### src/rtl/core/gpn_pkg.sv
`timescale 1ns / 1ps

package gpn_pkg;

   // Hat angle limits in hundredths of a degree; the all-ones code means centered.
   localparam logic [15:0] HAT_CENTER    = 16'hFFFF;
   localparam logic [15:0] HAT_UP_RIGHT  = 16'd4500;
   localparam logic [15:0] HAT_RIGHT_DN  = 16'd13500;
   localparam logic [15:0] HAT_DN_LEFT   = 16'd22500;
   localparam logic [15:0] HAT_LEFT_UP   = 16'd31500;

   // Full-scale trigger value and the top of the raw axis range.
   localparam logic [7:0]  TRIG_FULL     = 8'd255;
   localparam logic [15:0] AXIS_TOP      = 16'hFFFF;

   // Saturation limits of a centered stick value.
   localparam logic [15:0] STICK_MAX     = 16'h7FFF;
   localparam logic [15:0] STICK_MIN     = 16'h8000;

   // Raw button positions.
   localparam int BTN_SQUARE   = 0;
   localparam int BTN_CROSS    = 1;
   localparam int BTN_CIRCLE   = 2;
   localparam int BTN_TRIANGLE = 3;
   localparam int BTN_LB       = 4;
   localparam int BTN_RB       = 5;
   localparam int BTN_LT       = 6;
   localparam int BTN_RT       = 7;
   localparam int BTN_SHARE    = 8;
   localparam int BTN_OPTIONS  = 9;
   localparam int BTN_L3       = 10;
   localparam int BTN_R3       = 11;

   // Pad word bit positions.
   localparam int PAD_UP    = 0;
   localparam int PAD_DOWN  = 1;
   localparam int PAD_LEFT  = 2;
   localparam int PAD_RIGHT = 3;
   localparam int PAD_START = 4;
   localparam int PAD_BACK  = 5;
   localparam int PAD_L3    = 6;
   localparam int PAD_R3    = 7;
   localparam int PAD_LB    = 8;
   localparam int PAD_RB    = 9;
   localparam int PAD_A     = 12;
   localparam int PAD_B     = 13;
   localparam int PAD_X     = 14;
   localparam int PAD_Y     = 15;

   typedef struct packed {
      logic [11:0] raw_buttons;
      logic [15:0] axis_x;
      logic [15:0] axis_y;
      logic [15:0] axis_z;
      logic [15:0] axis_rot_x;
      logic [15:0] axis_rot_y;
      logic [15:0] axis_rot_z;
      logic [15:0] hat_angle;
   } req_type;

   typedef struct packed {
      logic [15:0]        pad_buttons;
      logic [7:0]         left_trigger;
      logic [7:0]         right_trigger;
      logic signed [15:0] left_stick_x;
      logic signed [15:0] left_stick_y;
      logic signed [15:0] right_stick_x;
      logic signed [15:0] right_stick_y;
   } rsp_type;

   // Raw value minus rest, saturated to the signed 16-bit range.
   function automatic logic [15:0] center_axis(input logic [15:0] value,
                                               input logic [15:0] rest);
      logic [16:0] diff;
      logic [15:0] result;
      begin
         diff = {1'b0, value} - {1'b0, rest};
         if (diff[16] != diff[15]) begin
            result = diff[16] ? STICK_MIN : STICK_MAX;
         end else begin
            result = diff[15:0];
         end
         return result;
      end
   endfunction

   // Remaps the raw buttons and decodes the hat into direction bits.
   function automatic logic [15:0] map_buttons(input logic [11:0] btn,
                                               input logic [15:0] hat);
      logic [15:0] pad;
      begin
         pad            = '0;
         pad[PAD_X]     = btn[BTN_SQUARE];
         pad[PAD_A]     = btn[BTN_CROSS];
         pad[PAD_B]     = btn[BTN_CIRCLE];
         pad[PAD_Y]     = btn[BTN_TRIANGLE];
         pad[PAD_LB]    = btn[BTN_LB];
         pad[PAD_RB]    = btn[BTN_RB];
         pad[PAD_BACK]  = btn[BTN_SHARE];
         pad[PAD_START] = btn[BTN_OPTIONS];
         pad[PAD_L3]    = btn[BTN_L3];
         pad[PAD_R3]    = btn[BTN_R3];
         if (hat != HAT_CENTER) begin
            pad[PAD_UP]    = (hat <= HAT_UP_RIGHT) || (hat >= HAT_LEFT_UP);
            pad[PAD_RIGHT] = (hat >= HAT_UP_RIGHT) && (hat <= HAT_RIGHT_DN);
            pad[PAD_DOWN]  = (hat >= HAT_RIGHT_DN) && (hat <= HAT_DN_LEFT);
            pad[PAD_LEFT]  = (hat >= HAT_DN_LEFT) && (hat <= HAT_LEFT_UP);
         end
         return pad;
      end
   endfunction

endpackage

### src/rtl/core/gamepad_report_normalizer_core.sv
`timescale 1ns / 1ps

// Normalizes one raw joystick report into a standard pad word, two 8-bit
// triggers and four signed stick values. The first report accepted after
// reset also latches the six axis rest levels, so its sticks read zero. A
// report goes from acceptance to the result register through, for each
// trigger, a setup step and eight steps of a shared bit-serial restoring
// divider that produces one quotient bit per cycle, then an assembly step
// that loads the result. The assembly step waits while an earlier result is
// still held in the output register. The next report is accepted as soon as
// the previous one has reached the output register, even while that result
// still waits for its transfer.
module gamepad_report_normalizer_core
   import gpn_pkg::*;
(
   input  logic    clock,
   input  logic    reset,
   input  logic    req_valid,
   output logic    req_ready,
   input  req_type req_data,
   output logic    rsp_valid,
   input  logic    rsp_ready,
   output rsp_type rsp_data
);

   typedef enum logic [3:0] {
      ST_IDLE  = 4'b0001,
      ST_SETUP = 4'b0010,
      ST_DIV   = 4'b0100,
      ST_DONE  = 4'b1000
   } state_type;

   // Control state.
   state_type   state_ff, state_in;
   logic        captured_ff, captured_in;
   logic        rsp_valid_ff, rsp_valid_in;
   logic        sel_ff, sel_in;
   logic [2:0]  cnt_ff, cnt_in;

   // Payload and datapath registers.
   req_type     req_ff, req_in;
   logic [15:0] rest_ff [6];
   logic [15:0] rest_in [6];
   logic [15:0] rem_ff, rem_in;
   logic [7:0]  quo_ff, quo_in;
   logic [15:0] dvs_ff, dvs_in;
   logic [7:0]  lt_ff, lt_in;
   logic [7:0]  rt_ff, rt_in;
   rsp_type     rsp_ff, rsp_in;

   // Trigger setup and divider step signals.
   logic [15:0] trig_val;
   logic [15:0] trig_rest;
   logic [15:0] trig_dist;
   logic [15:0] trig_span;
   logic [23:0] trig_num;
   logic [16:0] div_shift;
   logic        div_ge;
   logic        req_xfer;
   logic        out_free;

   assign req_ready = (state_ff == ST_IDLE);
   assign req_xfer  = req_valid && req_ready;
   assign out_free  = !rsp_valid_ff || rsp_ready;
   assign rsp_valid = rsp_valid_ff;
   assign rsp_data  = rsp_ff;

   // Distance from rest and span on that side for the selected trigger.
   always_comb begin
      trig_val  = sel_ff ? req_ff.axis_rot_z : req_ff.axis_z;
      trig_rest = sel_ff ? rest_ff[5] : rest_ff[2];
      if (trig_val >= trig_rest) begin
         trig_dist = trig_val - trig_rest;
         trig_span = (trig_rest != AXIS_TOP) ? (AXIS_TOP - trig_rest) : 16'd1;
      end else begin
         trig_dist = trig_rest - trig_val;
         trig_span = trig_rest;
      end
      // Distance times 255 as a shift and a subtract.
      trig_num = {trig_dist, 8'h00} - {8'h00, trig_dist};
   end

   // One restoring division step: shift in the next dividend bit, try the divisor.
   always_comb begin
      div_shift = {rem_ff, quo_ff[7]};
      div_ge    = (div_shift >= {1'b0, dvs_ff});
   end

   // Next-state and datapath logic.
   always_comb begin
      state_in     = state_ff;
      captured_in  = captured_ff;
      rsp_valid_in = rsp_valid_ff;
      sel_in       = sel_ff;
      cnt_in       = cnt_ff;
      req_in       = req_ff;
      rest_in      = rest_ff;
      rem_in       = rem_ff;
      quo_in       = quo_ff;
      dvs_in       = dvs_ff;
      lt_in        = lt_ff;
      rt_in        = rt_ff;
      rsp_in       = rsp_ff;

      if (rsp_valid_ff && rsp_ready) begin
         rsp_valid_in = 1'b0;
      end

      case (state_ff)
         ST_IDLE: begin
            if (req_xfer) begin
               req_in = req_data;
               sel_in = 1'b0;
               // The first report sets the rest levels.
               if (!captured_ff) begin
                  captured_in = 1'b1;
                  rest_in[0]  = req_data.axis_x;
                  rest_in[1]  = req_data.axis_y;
                  rest_in[2]  = req_data.axis_z;
                  rest_in[3]  = req_data.axis_rot_x;
                  rest_in[4]  = req_data.axis_rot_y;
                  rest_in[5]  = req_data.axis_rot_z;
               end
               state_in = ST_SETUP;
            end
         end
         ST_SETUP: begin
            // The quotient fits in eight bits, so the upper part starts below the divisor.
            rem_in   = trig_num[23:8];
            quo_in   = trig_num[7:0];
            dvs_in   = trig_span;
            cnt_in   = '0;
            state_in = ST_DIV;
         end
         ST_DIV: begin
            rem_in = div_ge ? 16'(div_shift - {1'b0, dvs_ff}) : div_shift[15:0];
            quo_in = {quo_ff[6:0], div_ge};
            cnt_in = cnt_ff + 3'd1;
            if (cnt_ff == 3'd7) begin
               if (sel_ff) begin
                  rt_in    = {quo_ff[6:0], div_ge};
                  state_in = ST_DONE;
               end else begin
                  lt_in    = {quo_ff[6:0], div_ge};
                  sel_in   = 1'b1;
                  state_in = ST_SETUP;
               end
            end
         end
         ST_DONE: begin
            // Load the result once the output register is free.
            if (out_free) begin
               rsp_in.pad_buttons   = map_buttons(req_ff.raw_buttons, req_ff.hat_angle);
               rsp_in.left_trigger  = req_ff.raw_buttons[BTN_LT] ? TRIG_FULL : lt_ff;
               rsp_in.right_trigger = req_ff.raw_buttons[BTN_RT] ? TRIG_FULL : rt_ff;
               rsp_in.left_stick_x  = center_axis(req_ff.axis_x, rest_ff[0]);
               rsp_in.left_stick_y  = center_axis(req_ff.axis_y, rest_ff[1]);
               rsp_in.right_stick_x = center_axis(req_ff.axis_rot_x, rest_ff[3]);
               rsp_in.right_stick_y = center_axis(req_ff.axis_rot_y, rest_ff[4]);
               rsp_valid_in         = 1'b1;
               state_in             = ST_IDLE;
            end
         end
         default: begin
            state_in = ST_IDLE;
         end
      endcase
   end

   // Control registers.
   always_ff @(posedge clock) begin
      if (reset) begin
         state_ff     <= ST_IDLE;
         captured_ff  <= 1'b0;
         rsp_valid_ff <= 1'b0;
         sel_ff       <= 1'b0;
         cnt_ff       <= '0;
      end else begin
         state_ff     <= state_in;
         captured_ff  <= captured_in;
         rsp_valid_ff <= rsp_valid_in;
         sel_ff       <= sel_in;
         cnt_ff       <= cnt_in;
      end
   end

   // Payload registers.
   always_ff @(posedge clock) begin
      req_ff  <= req_in;
      rest_ff <= rest_in;
      rem_ff  <= rem_in;
      quo_ff  <= quo_in;
      dvs_ff  <= dvs_in;
      lt_ff   <= lt_in;
      rt_ff   <= rt_in;
      rsp_ff  <= rsp_in;
   end

endmodule

### config.mk
export PLATFORM = sky130hd
export DESIGN_NAME = gamepad_report_normalizer_core
export DESIGN_NICKNAME = d
export VERILOG_FILES = /design/src/rtl/core/gpn_pkg.sv /design/src/rtl/core/gamepad_report_normalizer_core.sv
export SDC_FILE = /design/constraint.sdc
export NUM_CORES = 1
export LEC_CHECK = 0
export BUFFER_PORTS_ARGS = -buffer_cell sky130_fd_sc_hd__buf_2
export CAP_MARGIN = 30
export CORE_UTILIZATION = 50
export DETAILED_ROUTE_END_ITERATION = 10
export PLACE_DENSITY = 0.7
export SYNTH_ARGS = -nofsm -noshare
export SYNTH_HDL_FRONTEND = slang
export SYNTH_SLANG_ARGS = --single-unit
### constraint.sdc
create_clock -name clock -period 8.5 [get_ports clock]
set_input_delay 1.275 -clock clock [delete_from_list [all_inputs] [get_ports clock]]
set_output_delay 1.275 -clock clock [all_outputs]
set_load 0.01 [all_outputs]
==> results of run 1 <==
-- power breakdown --
group	internal (mW)	leakage, nW	switching (mW)
Clock	1.01	0.634	0.715
Combinational	1.69	4.97	2.64
Sequential	2.79	3.50	0.137
Total	5.48	9.10	3.49
-- final cells by class --
type                            count  area [um^2]  share of cell area, %
Tap cell                          518          648                   2.83
Multi-Input combinational cell   1065         7710                   33.7
Sequential cell                   380        11300                   49.4
Clock inverter                     28          267                   1.16
Timing Repair Buffer              239         1260                   5.49
Clock buffer                       44         1040                   4.53
Antenna cell                        3         7.51                 0.0328
Inverter                          171          644                   2.82
-- Yosys cell counts, types with 22 or more instances --
cell type,count,area share (%)
xnor2_1,58,2.6
a21oi_1,109,2.7
inv_1,171,3.2
o211ai_1,28,1.1
clkbuf_1,26,0.49
or3_1,22,0.69
nand2_1,95,1.8
nor3_1,46,1.2
ha_1,120,7.5
mux2i_1,47,2.4
o21ai_0,86,2.2
or2_2,25,0.79
edfxtp_1,370,56
nor2_1,90,1.7
xor2_1,29,1.3
-- routing by layer --
| metal | up-vias | share of wire, % | track usage [%] |
|---|---|---|---|
| li1 | 6628 | - | - |
| met3 | 74 | 5.0 | 3.17 |
| met4 | 2 | 2.7 | 7.39 |
| met2 | 337 | 48 | 34.3 |
| met5 | - | 0.029 | 0 |
| met1 | 6400 | 45 | 26.7 |
-- kinds of logic (layout without fill, tap and decap cells) --
family,count (synthesis),after routing,synth area share [%]
flip-flops,380,380,56.9
AO/OA/AOI/OAI,390,390,13.1
XOR/XNOR,88,88,3.91
buffers and inverters,221,482,4.52
other,1,5,0.0189
AND/OR/NAND/NOR,402,402,10.5
adder cells (fa/ha/maj),130,130,8.40
multiplexers,53,53,2.76
-- final timing paths --
check,endpoint,slack (ns),startpoint
hold / removal,rsp_data[88],0.42,req_ff[116]
setup reg to reg,rem_ff[11],1.38,sel_ff
setup / recovery,rem_ff[11],1.38,sel_ff
hold reg to reg,rsp_data[88],0.42,req_ff[116]
-- registers in the layout, summed over array words and instances, names as in the netlist --
signal       cells
lt_ff            8
cnt_ff           3
req_ff         124
state_ff         4
rsp_data        94
sel_ff           1
rem_ff          16
quo_ff           8
captured_ff      1
rsp_valid        1
rt_ff            8
rest_ff         96
dvs_ff          16
==> metrics, run 1 <==
status=complete, no violations; CTS tree=built; clk slew on worst S/H paths=0.06 ns; CTS H-tree depth=2; grt total ovfl=0; largest net degree at the start of global routing=65; layout overhead on the synthesized area=15.0%; synthesized cell area=19900 um^2; Max Freq=0.140 GHz; Post-DRT Antenna Nets=0; critical path depth=18; clk buf depth=3; global placer's final weighted congestion=0.886; commonest non-fill, non-tap cells in the layout=370 x edfxtp_1, 223 x buf_2, 170 x inv_1; DP Worst Slack=1.40 ns; Clock Latency Late Sink=0.56 ns; yosys warns=0; slowest CP cell=dfxtp_2; Placed Area=21600 um^2; final instance area=22900 um^2; Initial DRT Pass Iterations=9; Slew Limit Headroom=30.9%; root buffer cell=clkbuf_16; worst hold-check path type=flop to flop; Tmin final=7.12 ns; initial antenna violation count=2; CTS buffer count=41; Post-synth ARST share=0%; Post-Synthesis Cells=1665; WL/cell=17.0 um; fillers=3197; maximum vdd drop=211 uV; layout cells sized above 1=18.8%; first-pass GRT wire length=66500 um; number of synthesized register bits=380; Hold Path Depth=0; post-synthesis area per instance=11.9 um^2; placed insts=2372; vias=13441; arrival time worst endpoint=7.40 ns; RSZ-0062 raised after global routing=false; core outline area=38900 um^2; Setup TNS=0 ns; Post-CTS Setup Bufs=0; Final #Nets=2153; post-DP HPWL=30500 um; Post-Route WL=41600 um; fin crit share=83.7%; CP most frequent cell=ha_1; Max Fanout on Critical Path=30; Remaining DRCs=0; Post-Route Utilization=58.8%; critical path capture point type=flop; Non-Filler Instances=2448; Die H=201 um; port bufs=223; gr usage total=20.4%; number of synthesized flops with an enable pin=370; Top FF cell, synth=edfxtp_1; Hold Violations, Final=0; pwr/cell area=392 nW/um^2; CP peak stage delay=0.85 ns; CP required=8.79 ns; delay-heaviest family, CP=compound AO/OA/AOI/OAI gates; leading cell type in the layout, fill and taps excluded=edfxtp_1; sequential fraction of the synthesis area=56.9%; Max Cap Viol=0; CTS sink count=380; worst setup path class=flop to flop; Clock Skew=0.0216 ns; I/O Pins=226; Iter 0 DRT Violations=809; Hold Slack=0.419 ns; crit start category=flop; Reg2Reg Depth=18; actual slew at the worst max-slew pin=1.01 ns; vias in the first global route=13194; Lkg Pwr=9.10 nW; via/cell ratio=5.49; pins over their slew limit=0; library cells used by synthesis=89; post-cts resize count=0; Cell Chain, Critical Path=buf_4, mux2i_1, ha_1, a21oi_2, o211ai_1, a211oi_2, nand2_2, o211a_1, o31a_1, xnor2_1, inv_1, ha_1, and2_1, a32o_1, o211a_4, or3_1, o311ai_1, a21oi_1; hold_buf cts=0; CP Buf/Inv Count=2; setup ws final=1.38 ns; die width=201 um; Initial Util=51.1%; final setup vio count=0; Site Rows=72; die area=40600 um^2; post-layout total power=8.97 mW
Note: power is estimated with default switching activity, not from simulation.
==> run 2, diff against run 1 <==
==> constraint.sdc (replaced) <==
create_clock -name clock -period 6.6 [get_ports clock]
set_input_delay 0.99 -clock clock [delete_from_list [all_inputs] [get_ports clock]]
set_output_delay 0.99 -clock clock [all_outputs]
set_load 0.01 [all_outputs]
==> metrics, run 2 (synthesis results as in run 1) <==
status=complete, no violations; max FFs per register=124 (unchanged); Max Cap Viol=0 (unchanged); grt total ovfl=0 (unchanged); met1 wire length=18500 um (-0.36%); combinational share of power=48.6% (+0.4 points); gr usage total=20.4% (about the same); Clock Skew=0.0211 ns (-0.000520 ns); initial antenna violation count=4 (+2); WL met2=19900 um (+0.56%); arrival time worst endpoint=6.24 ns (-1.16 ns); Site Rows=72 (unchanged); Max Freq=0.170 GHz (+21%); Hold Violations, Final=0 (unchanged); worst setup path class=flop to flop; WL/cell=17.0 um (about the same); post-layout total power=11.6 mW (+29%); Detail Route met3 WL=2260 um (+8.6%); vias=13408 (-0.25%); layout overhead on the synthesized area=15.3%; first-pass GRT wire length=66000 um (-0.72%); Internal=7.09 mW (+29%); commonest non-fill, non-tap cells in the layout=370 x edfxtp_1, 223 x buf_2, 170 x inv_1; I/O Pins=226 (unchanged); maximum vdd drop=276 uV (+31%); port bufs=223 (unchanged); Post-Route WL=41700 um (+0.33%); clk buf depth=3 (unchanged); Final #Nets=2161 (+0.37%); slowest CP cell=dfxtp_2; Slew Limit Headroom=30.9% (+0.052 points); via/cell ratio=5.46 (-0.57%); hold_buf cts=0 (unchanged); vias in the first global route=13190 (-0.030%); Top reg by flops=req_ff; Lkg Pwr=9.13 nW (+0.38%); pwr/cell area=505 nW/um^2 (+29%); leading cell type in the layout, fill and taps excluded=edfxtp_1; layout cells sized above 1=18.9% (about the same); root buffer cell=clkbuf_16; pins over their slew limit=0 (unchanged); Post-CTS Setup Bufs=0 (unchanged); CTS buffer count=40 (-2.4%); actual slew at the worst max-slew pin=1.03 ns (+0.0212 ns); RSZ-0062 raised after global routing=false; CP peak stage delay=0.62 ns (-0.23 ns); Top Metal Used=met5; largest net degree at the start of global routing=65 (unchanged); sw frac=38.8% (-0.090 points); Max Fanout on Critical Path=17 (-43%); Setup TNS=0 ns (unchanged); crit start category=flop; critical path capture point type=flop; clk slew on worst S/H paths=0.06 ns (about the same); Post-DRT Antenna Nets=0 (unchanged); Tmin final=5.88 ns (-1.24 ns); Initial Util=51.1% (unchanged); post-cts resize count=0 (unchanged); Remaining DRCs=0 (unchanged); Initial DRT Pass Iterations=5 (-4); Clock Latency Late Sink=0.56 ns (about the same); die width=201 um (unchanged); CTS sink count=380 (unchanged); CTS H-tree depth=2 (unchanged); Iter 0 DRT Violations=844 (+4.3%); fin crit share=89.1% (+5.4 points); delay-heaviest family, CP=compound AO/OA/AOI/OAI gates; CP required=6.96 ns (-1.83 ns); CP Buf/Inv Count=3 (+1); CTS tree=built; worst hold-check path type=flop to flop; post-DP HPWL=30900 um (+1.4%); core outline area=38900 um^2 (unchanged); Cell Chain, Critical Path=mux2i_1, inv_1, ha_1, fa_1, nand2b_1, a211oi_2, o21ai_1, nand2_2, buf_4, mux2i_1, o21ai_0, xor2_1, inv_1, ha_1, a21oi_1, nand4_2, nor4_4, a31oi_1, a41o_1, a2111oi_2; clock power share=18.9% (-0.3 points); sw power=4.50 mW (+29%); final setup vio count=0 (unchanged); global placer's final weighted congestion=0.889 (+0.27%); Die H=201 um (unchanged); die area=40600 um^2 (unchanged); sequential share of power=32.4% (-0.2 points)
[run 2: cell count changes in the layout (fill, tap and decap cells not counted), sizes merged]
cell / before / now
buf: 239 / 248
clkinvlp: 3 / 1
diode: 3 / 2
inv: 172 / 173
clkbuf: 44 / 51
clkinv: 20 / 14
[run 2: power groups by stage]
stage | clock [mW] | combinational, mW | sequential (mW)
floorplan | 0 | 4.27 | 3.84
detailed placement | 0 | 5.57 | 3.81
finish | 2.19 | 5.64 | 3.76
global placement | 0 | 5.50 | 3.80
global route | 2.33 | 6.26 | 3.81
CTS | 2.25 | 5.62 | 3.76
[run 2: area by class of cell]
class                      instances  area [um^2]
antenna                            2         5.00
sequential                       380        11300
timing repair buffer             248         1340
fill                            3212        16000
tap                              518          648
inverter                         171          644
multi-input combinational       1065         7710
clock buffer                      51         1060
clock inverter                    21          208
[run 2: per-stage QoR]
stage	instance area, um^2	setup WS, ns	utilization (%)	hold WS, ns	std cells
after global routing	22900	0.247	58.9	0.422	2456
after global placement	21600	0.937	55.5	0.401	2379
after CTS	22900	0.719	58.8	0.418	2453
final	22900	0.719	58.9	0.417	2456
after floorplan	19900	0.521	-	0.400	1666
after detailed placement	21600	0.726	55.6	0.405	2381
[run 2: worst paths after layout]
kind | slack [ns] | from | cells past startpoint | end
worst max-delay path | 0.72 | sel_ff | 20 | rem_ff[15]
worst min-delay path | 0.42 | req_ff[115] | 0 | rsp_data[95]
worst max register to register | 0.72 | sel_ff | 20 | rem_ff[15]
worst min register to register | 0.42 | req_ff[115] | 0 | rsp_data[95]
[run 2: layer usage]
| layer | track usage [%] | vias to the layer above |
|---|---|---|
| met3 | 3.61 | 66 |
| met4 | 6.98 | 4 |
| li1 | - | 6631 |
| met5 | 0 | - |
| met1 | 26.7 | 6367 |
| met2 | 34.1 | 340 |
